==> src/hw/rtl/lpht_pkg.sv <==
package lpht_pkg;

    localparam int TABLE_SIZE = 16;
    localparam int IDX_W      = $clog2(TABLE_SIZE);
    localparam int CNT_W      = $clog2(TABLE_SIZE + 1);
    localparam int KEY_W      = 34;
    localparam int PAY_W      = 32;
    localparam int FUNC_W     = 2;
    localparam int STAT_W     = 2;
    localparam int SLOT_W     = 4;

    localparam logic [FUNC_W-1:0] FUNC_INSERT = 2'd0;
    localparam logic [FUNC_W-1:0] FUNC_SEARCH = 2'd1;
    localparam logic [FUNC_W-1:0] FUNC_DELETE = 2'd2;

    localparam logic [STAT_W-1:0] STAT_OK   = 2'd0;
    localparam logic [STAT_W-1:0] STAT_FULL = 2'd1;
    localparam logic [STAT_W-1:0] STAT_MISS = 2'd2;

    typedef enum logic [5:0] {
        S_IDLE   = 6'b000001,
        S_HOME   = 6'b000010,
        S_PROBE  = 6'b000100,
        S_SEARCH = 6'b001000,
        S_SHIFT  = 6'b010000,
        S_DONE   = 6'b100000
    } state_t;

    // TABLE_SIZE is a power of two: home slot is the low key bits
    function automatic logic [IDX_W-1:0] home_of(input logic [KEY_W-1:0] k);
        return k[IDX_W-1:0];
    endfunction

    function automatic logic [SLOT_W-1:0] slot_of(input logic [IDX_W-1:0] i);
        logic [SLOT_W+IDX_W-1:0] wide;
        wide = {{SLOT_W{1'b0}}, i};
        return wide[SLOT_W-1:0];
    endfunction

endpackage

==> src/hw/rtl/linear_probe_hash_table_unit.sv <==
// Linear-probing hash table, 16 slots of 34-bit key and 32-bit payload.
// Input channel (in_valid/in_ready) carries func, key, payload; output
// channel (out_valid/out_ready) carries status, slot, found_payload.
// One word in gives exactly one word out.
// Items run one at a time through a sequencer that reads one slot per
// cycle: in_ready is high only while the sequencer is idle.
// A zero key or unused func goes straight to the result. Insert reads
// the home slot, then walks a probe of N slots (at most 16). Delete
// searches, then shifts the following entries back. The single slot
// read port sets how long each walk takes.
// The result sits in an output register; the next word is taken while it
// waits. If the receiver stalls, the following result is held in the
// sequencer until the output register frees.
// Reset (rst_n low, async) empties every slot, sets displace_mode to 1 and
// drops any pending result. cfg_wr_en writes displace_mode.
module linear_probe_hash_table_unit (
    input  logic                                clk,
    input  logic                                rst_n,
    input  logic                                cfg_wr_en,
    input  logic                                cfg_wr_data,
    input  logic                                in_valid,
    output logic                                in_ready,
    input  logic [lpht_pkg::FUNC_W-1:0]         func,
    input  logic [lpht_pkg::KEY_W-1:0]          key,
    input  logic [lpht_pkg::PAY_W-1:0]          payload,
    output logic                                out_valid,
    input  logic                                out_ready,
    output logic [lpht_pkg::STAT_W-1:0]         status,
    output logic [lpht_pkg::SLOT_W-1:0]         slot,
    output logic [lpht_pkg::PAY_W-1:0]          found_payload
);

    localparam int IDX_W = lpht_pkg::IDX_W;
    localparam int CNT_W = lpht_pkg::CNT_W;
    localparam int KEY_W = lpht_pkg::KEY_W;
    localparam int PAY_W = lpht_pkg::PAY_W;

    lpht_pkg::state_t state_reg, state_next;

    logic [lpht_pkg::FUNC_W-1:0] func_reg, func_next;
    logic [KEY_W-1:0]            key_reg, key_next;
    logic [PAY_W-1:0]            pay_reg, pay_next;
    logic [IDX_W-1:0]            idx_reg, idx_next;
    logic [IDX_W-1:0]            hole_reg, hole_next;
    logic [IDX_W-1:0]            rslot_reg, rslot_next;
    logic [CNT_W-1:0]            cnt_reg, cnt_next;
    logic                        disp_reg, disp_next;
    logic                        mode_reg;

    logic [lpht_pkg::STAT_W-1:0] res_status_reg, res_status_next;
    logic [lpht_pkg::SLOT_W-1:0] res_slot_reg, res_slot_next;
    logic [PAY_W-1:0]            res_pay_reg, res_pay_next;

    logic                        out_valid_reg;
    logic [lpht_pkg::STAT_W-1:0] status_reg;
    logic [lpht_pkg::SLOT_W-1:0] slot_reg;
    logic [PAY_W-1:0]            found_payload_reg;

    logic [KEY_W-1:0] key_mem_reg [lpht_pkg::TABLE_SIZE];
    logic [PAY_W-1:0] pay_mem_reg [lpht_pkg::TABLE_SIZE];

    logic             mem_we;
    logic [IDX_W-1:0] mem_waddr;
    logic [KEY_W-1:0] mem_wkey;
    logic [PAY_W-1:0] mem_wpay;

    logic [KEY_W-1:0] rd_key;
    logic [PAY_W-1:0] rd_pay;
    logic             rd_empty;
    logic             in_fire;
    logic             out_load;
    logic             last_probe;

    assign rd_key     = key_mem_reg[idx_reg];
    assign rd_pay     = pay_mem_reg[idx_reg];
    assign rd_empty   = (rd_key == '0);
    assign in_ready   = (state_reg == lpht_pkg::S_IDLE);
    assign in_fire    = in_valid && in_ready;
    assign out_load   = (state_reg == lpht_pkg::S_DONE) && (!out_valid_reg || out_ready);
    assign last_probe = (cnt_reg == CNT_W'(lpht_pkg::TABLE_SIZE - 1));

    always_comb
    begin
        state_next      = state_reg;
        func_next       = func_reg;
        key_next        = key_reg;
        pay_next        = pay_reg;
        idx_next        = idx_reg;
        hole_next       = hole_reg;
        rslot_next      = rslot_reg;
        cnt_next        = cnt_reg;
        disp_next       = disp_reg;
        res_status_next = res_status_reg;
        res_slot_next   = res_slot_reg;
        res_pay_next    = res_pay_reg;
        mem_we          = 1'b0;
        mem_waddr       = idx_reg;
        mem_wkey        = key_reg;
        mem_wpay        = pay_reg;

        case (state_reg)
            lpht_pkg::S_IDLE:
            begin
                if (in_fire)
                begin
                    func_next       = func;
                    key_next        = key;
                    pay_next        = payload;
                    idx_next        = lpht_pkg::home_of(key);
                    cnt_next        = '0;
                    disp_next       = 1'b0;
                    res_status_next = lpht_pkg::STAT_MISS;
                    res_slot_next   = '0;
                    res_pay_next    = '0;
                    if (key == '0)
                        state_next = lpht_pkg::S_DONE;
                    else
                    begin
                        case (func)
                            lpht_pkg::FUNC_INSERT: state_next = lpht_pkg::S_HOME;
                            lpht_pkg::FUNC_SEARCH,
                            lpht_pkg::FUNC_DELETE: state_next = lpht_pkg::S_SEARCH;
                            default:               state_next = lpht_pkg::S_DONE;
                        endcase
                    end
                end
            end

            lpht_pkg::S_HOME:
            begin
                if (rd_empty)
                begin
                    mem_we          = 1'b1;
                    res_status_next = lpht_pkg::STAT_OK;
                    res_slot_next   = lpht_pkg::slot_of(idx_reg);
                    state_next      = lpht_pkg::S_DONE;
                end
                else if (mode_reg && (lpht_pkg::home_of(rd_key) != idx_reg))
                begin
                    // new entry takes the slot; re-probe the occupant
                    mem_we     = 1'b1;
                    key_next   = rd_key;
                    pay_next   = rd_pay;
                    rslot_next = idx_reg;
                    disp_next  = 1'b1;
                    idx_next   = lpht_pkg::home_of(rd_key) + IDX_W'(1);
                    state_next = lpht_pkg::S_PROBE;
                end
                else
                begin
                    idx_next   = idx_reg + IDX_W'(1);
                    state_next = lpht_pkg::S_PROBE;
                end
            end

            lpht_pkg::S_PROBE:
            begin
                if (rd_empty)
                begin
                    mem_we          = 1'b1;
                    res_status_next = lpht_pkg::STAT_OK;
                    res_slot_next   = lpht_pkg::slot_of(disp_reg ? rslot_reg : idx_reg);
                    state_next      = lpht_pkg::S_DONE;
                end
                else if (last_probe)
                begin
                    res_status_next = lpht_pkg::STAT_FULL;
                    state_next      = lpht_pkg::S_DONE;
                end
                else
                begin
                    idx_next = idx_reg + IDX_W'(1);
                    cnt_next = cnt_reg + CNT_W'(1);
                end
            end

            lpht_pkg::S_SEARCH:
            begin
                if (rd_key == key_reg)
                begin
                    res_status_next = lpht_pkg::STAT_OK;
                    res_slot_next   = lpht_pkg::slot_of(idx_reg);
                    if (func_reg == lpht_pkg::FUNC_SEARCH)
                    begin
                        res_pay_next = rd_pay;
                        state_next   = lpht_pkg::S_DONE;
                    end
                    else
                    begin
                        hole_next  = idx_reg;
                        idx_next   = idx_reg + IDX_W'(1);
                        cnt_next   = '0;
                        state_next = lpht_pkg::S_SHIFT;
                    end
                end
                else if ((rd_empty && cnt_reg != '0) || last_probe)
                    state_next = lpht_pkg::S_DONE;
                else
                begin
                    idx_next = idx_reg + IDX_W'(1);
                    cnt_next = cnt_reg + CNT_W'(1);
                end
            end

            lpht_pkg::S_SHIFT:
            begin
                // hole holds stale data until cleared at the end of the walk
                mem_we    = 1'b1;
                mem_waddr = hole_reg;
                if (rd_empty || (lpht_pkg::home_of(rd_key) == idx_reg)
                    || (cnt_reg == CNT_W'(lpht_pkg::TABLE_SIZE)))
                begin
                    mem_wkey   = '0;
                    mem_wpay   = '0;
                    state_next = lpht_pkg::S_DONE;
                end
                else
                begin
                    mem_wkey  = rd_key;
                    mem_wpay  = rd_pay;
                    hole_next = idx_reg;
                    idx_next  = idx_reg + IDX_W'(1);
                    cnt_next  = cnt_reg + CNT_W'(1);
                end
            end

            lpht_pkg::S_DONE:
            begin
                if (out_load)
                    state_next = lpht_pkg::S_IDLE;
            end

            default:
            begin
                state_next = lpht_pkg::S_IDLE;
            end
        endcase
    end

    always_ff @(posedge clk or negedge rst_n)
    begin
        if (!rst_n)
        begin
            state_reg      <= lpht_pkg::S_IDLE;
            mode_reg       <= 1'b1;
            out_valid_reg  <= 1'b0;
            func_reg       <= '0;
            key_reg        <= '0;
            pay_reg        <= '0;
            idx_reg        <= '0;
            hole_reg       <= '0;
            rslot_reg      <= '0;
            cnt_reg        <= '0;
            disp_reg       <= 1'b0;
            res_status_reg <= '0;
            res_slot_reg   <= '0;
            res_pay_reg    <= '0;
            for (int i = 0; i < lpht_pkg::TABLE_SIZE; i++)
            begin
                key_mem_reg[i] <= '0;
                pay_mem_reg[i] <= '0;
            end
        end
        else
        begin
            state_reg      <= state_next;
            func_reg       <= func_next;
            key_reg        <= key_next;
            pay_reg        <= pay_next;
            idx_reg        <= idx_next;
            hole_reg       <= hole_next;
            rslot_reg      <= rslot_next;
            cnt_reg        <= cnt_next;
            disp_reg       <= disp_next;
            res_status_reg <= res_status_next;
            res_slot_reg   <= res_slot_next;
            res_pay_reg    <= res_pay_next;
            if (cfg_wr_en)
                mode_reg <= cfg_wr_data;
            if (out_load)
                out_valid_reg <= 1'b1;
            else if (out_ready)
                out_valid_reg <= 1'b0;
            if (mem_we)
            begin
                key_mem_reg[mem_waddr] <= mem_wkey;
                pay_mem_reg[mem_waddr] <= mem_wpay;
            end
        end
    end

    always_ff @(posedge clk)
    begin
        if (out_load)
        begin
            status_reg        <= res_status_reg;
            slot_reg          <= res_slot_reg;
            found_payload_reg <= res_pay_reg;
        end
    end

    assign out_valid     = out_valid_reg;
    assign status        = status_reg;
    assign slot          = slot_reg;
    assign found_payload = found_payload_reg;

endmodule
==> config.mk <==
export PLATFORM = sky130hd
export DESIGN_NAME = linear_probe_hash_table_unit
export DESIGN_NICKNAME = d
export VERILOG_FILES = /design/src/hw/rtl/lpht_pkg.sv /design/src/hw/rtl/linear_probe_hash_table_unit.sv
export SDC_FILE = /design/constraint.sdc
export NUM_CORES = 2
export LEC_CHECK = 0
export BUFFER_PORTS_ARGS = -buffer_cell sky130_fd_sc_hd__buf_2
export CAP_MARGIN = 25
export CORE_MARGIN = 1.5
export CORE_UTILIZATION = 45
export CTS_CLUSTER_DIAMETER = 100
export CTS_CLUSTER_SIZE = 12
export DETAILED_ROUTE_END_ITERATION = 10
export HOLD_SLACK_MARGIN = 0.03
export PLACE_DENSITY = 0.65
export SLEW_MARGIN = 20
export SYNTH_ARGS = -nofsm -noshare
export SYNTH_HDL_FRONTEND = slang
export SYNTH_SLANG_ARGS = --single-unit
==> constraint.sdc <==
create_clock -name clk -period 5.05 [get_ports clk]
set_input_delay 1.01 -clock clk [delete_from_list [all_inputs] [get_ports clk]]
set_output_delay 1.01 -clock clk [all_outputs]
set_load 0.05 [all_outputs]
==> impl_metrics.py <==
metrics = {
    "worst_setup_path": {
        "worstPathMaxFanout": 43,
        "crit_buf_inv": 5,
        "arrival_ns": 5.55,
        "worst_path_dominant_cell_family": "buffers and inverters",
        "critPathMostFrequentCell": "buf_4",
        "cpPeakStageDelay_ns": 0.63,
        "cp-end-kind": "flop",
        "startpoint_type": "flop",
        "cp.required_ns": 5.71,
        "worstSetupPathType": "reg -> reg",
        "crit_slowest_cell": "dfrtp_4",
        "crit_chain": "buf_4 > buf_12 > mux4_2 > nand2b_1 > a21oi_1 > a21oi_2 > nor4_4 > nand4_1 > buf_4 > nor2_4 > o2111ai_2 > a21oi_4 > buf_12 > buf_4 > nor2_1 > a21oi_1",
    },
    "clock_tree": {
        "cts_hold_buf": 0,
        "clk_latency_ns": 0.74,
        "cts-htree-levels": 3,
        "clockBufferDepth": 3,
        "clock_sinks": 1226,
        "clk_pin_slew_ns": 0.07,
        "cts_tree": "done",
        "cts_buffers": 112,
        "root_buffer": "clkbuf_16",
    },
    "synth": {
        "synth_cell_types": 91,
        "avgSynthCellArea_um2": 10.9,
        "synth_seq_cells": 1226,
        "synth_fp_nets": 5229,
        "seq_area_frac_synth": 0.552,
        "yosysWarnings": 0,
        "synth_async_sr_flop_share": 0.969,
        "synth-edff-count": 38,
        "syn_area_um2": 55900,
        "netlist_instances": 5147,
        "synth_ff_type": "dfrtp_1",
    },
    "floorplan": {
        "initial_core_util": 0.453,
        "die_x_um": 355,
        "fp-row-count": 129,
        "die_h_um": 355,
        "io_pins": 114,
        "design.core.area_um2": 123000,
        "die_area_um2": 126000,
    },
    "power_and_ir_drop": {
        "p_leak_nw": 29.3,
        "powerDensity_nw_per_um2": 463,
        "ir_worst_vdd_mv": 0.346,
    },
    "timing": {
        "fin_crit_sh": 0.969,
        "fmax_mhz": 204,
        "hold_viol": 0,
        "rsz0062_at_grt": "no",
        "finalClockSkew_ns": 0.0296,
        "drv_slew": 0,
        "post-route-min-period_ns": 4.89,
        "setup_violations": 0,
        "setup_tns_ns": 0,
        "slew_headroom": 0.323,
        "tightest_slew_ns": 1.02,
    },
    "route": {
        "via_count": 41100,
        "wl_per_cell_um": 24.1,
        "ant_nets": 0,
        "dr.pass1.iters": 6,
        "vias_per_cell": 5.97,
        "drc": 0,
        "wl_um": 166000,
        "drt-initial-drc-count": 4544,
    },
    "cells_and_area": {
        "fin_nets": 5296,
        "regArea_um2": 30900,
        "syn_to_final_growth_pct": 13.3,
        "final_util": 0.513,
        "num-fill-cells": 10800,
        "antennaDiodeCount": 0,
        "fin_cells": 6881,
        "largest_register_ffs": 544,
        "multi_input_area_um2": 22600,
        "drive_above_1_share": 0.162,
    },
    "global_routing": {
        "grt_overflow": 0,
        "grt_pass1_wl_um": 254000,
        "grt_max_degree": 121,
        "grt_pass1_vias": 40600,
        "grt_usage": 0.264,
        "antenna_found_initial": 2,
    },
    "place": {
        "numPortBuffers": 113,
        "numPlacedInstances": 6731,
        "place_congestion": 0.895,
        "dp_hpwl_um": 103000,
    },
    "outcome": {
        "outcome": "completed",
    },
    "run": {
        "maxCapViolations": 0,
    },
    "min_path": {
        "hold_class": "in -> async",
    },
}
-- what timing repair did --
action | 4_1_cts | 5_1_grt
pin swaps | 1 | 2
resized for setup | 3 | 9
setup buffers | 0 | 4
endpoints found under the setup margin | 946 | 689
-- path summary, 6_finish.rpt --
path                       cells after the start                end  slack [ns]             from
min in group clk                               0  found_payload[14]        0.44  res_pay_reg[14]
setup reg to reg                              16   pay_mem_reg[486]        0.16       idx_reg[0]
hold / removal                                 1    key_mem_reg[82]        0.30            rst_n
max in group asynchronous                      2   pay_mem_reg[113]        3.45            rst_n
hold reg to reg                                0  found_payload[14]        0.44  res_pay_reg[14]
setup / recovery                              16   pay_mem_reg[486]        0.16       idx_reg[0]
-- layout by cell type, fill, tap and decap left out, drive strengths merged, types with 59 or more instances in the layout --
| master | synthesis | final |
|---|---|---|
| o21ai | 343 | 343 |
| inv | 149 | 150 |
| mux2i | 254 | 254 |
| nand3 | 147 | 147 |
| nand2 | 529 | 529 |
| a22oi | 125 | 125 |
| mux4 | 242 | 242 |
| a31oi | 59 | 59 |
| dfrtp | 1186 | 1186 |
| o21a | 130 | 130 |
| buf | 233 | 399 |
| a21oi | 582 | 582 |
| nor2 | 635 | 635 |
| clkbuf | 214 | 138 |
-- where the power goes --
group / leakage [nW] / internal, W / total (W) / switching, W
Combinational: 11.1 / 0.00380 / 0.0103 / 0.00651
Sequential: 16.7 / 0.0106 / 0.0114 / 0.000761
Clock: 1.46 / 0.00401 / 0.00766 / 0.00365
-- routing by layer --
metal	vias to the layer above	global-route usage	part of all wire
met2	1656	0.408	0.46
met3	382	0.0432	0.078
met4	4	0.101	0.040
li1	18200	-	-
met5	-	0	0.00013
met1	20900	0.373	0.42
-- cells in the mapped netlist, drive strengths merged (6+ instances only) --
master	number	area share
a21oi	582	0.053
a221oi	7	0.0014
a22oi	125	0.017
a31oi	59	0.0066
and2	10	0.0011
and3	13	0.0015
buf	233	0.023
clkbuf	214	0.014
dfrtp	1186	0.53
edfxtp	38	0.020
ha	8	0.0018
inv	149	0.010
mux2	25	0.0052
mux2i	254	0.046
mux4	242	0.097
nand2	529	0.036
nand2b	8	0.00090
nand3	147	0.013
nand4	12	0.0013
nor2	635	0.043
nor2b	7	0.00078
nor3	17	0.0015
nor3b	9	0.0013
nor4	22	0.0026
o211ai	6	0.00081
o21a	130	0.017
o21ai	343	0.031
o22ai	10	0.0011
o31ai	7	0.0013
xnor2	26	0.0041
xor2	15	0.0024
-- kinds of logic (layout without fill, tap and decap cells) --
group,count (synthesis),after routing,synth area share
AND/OR/NAND/NOR,1433,1433,0.106
AO/OA/AOI/OAI,1320,1320,0.137
flip-flops,1226,1226,0.552
buffers and inverters,598,695,0.0480
multiplexers,521,521,0.148
XOR/XNOR,41,41,0.00642
adder cells (fa/ha/maj),8,8,0.00179
-- cell type report --
cell class | count | share of cell area
sequential | 1226 | 0.487
multi-input combinational | 3323 | 0.357
inverter | 151 | 0.00905
tap | 1637 | 0.0323
clock buffer | 137 | 0.0461
timing repair buffer | 400 | 0.0667
clock inverter | 7 | 0.00162
-- per-stage QoR --
step	hold slack (ns)	setup slack [ns]	total power, W	instance area [um^2]
after detailed placement	0.431	-0.442	0.0216	60200
final	0.298	0.156	0.0293	63400
after global routing	0.328	0.0238	0.0305	63400
after floorplan	0.419	0.834	0.0175	55900
after CTS	0.291	0.00905	0.0293	63300
after global placement	0.430	-0.372	0.0215	60200
(Power assumes the default switching activity.)
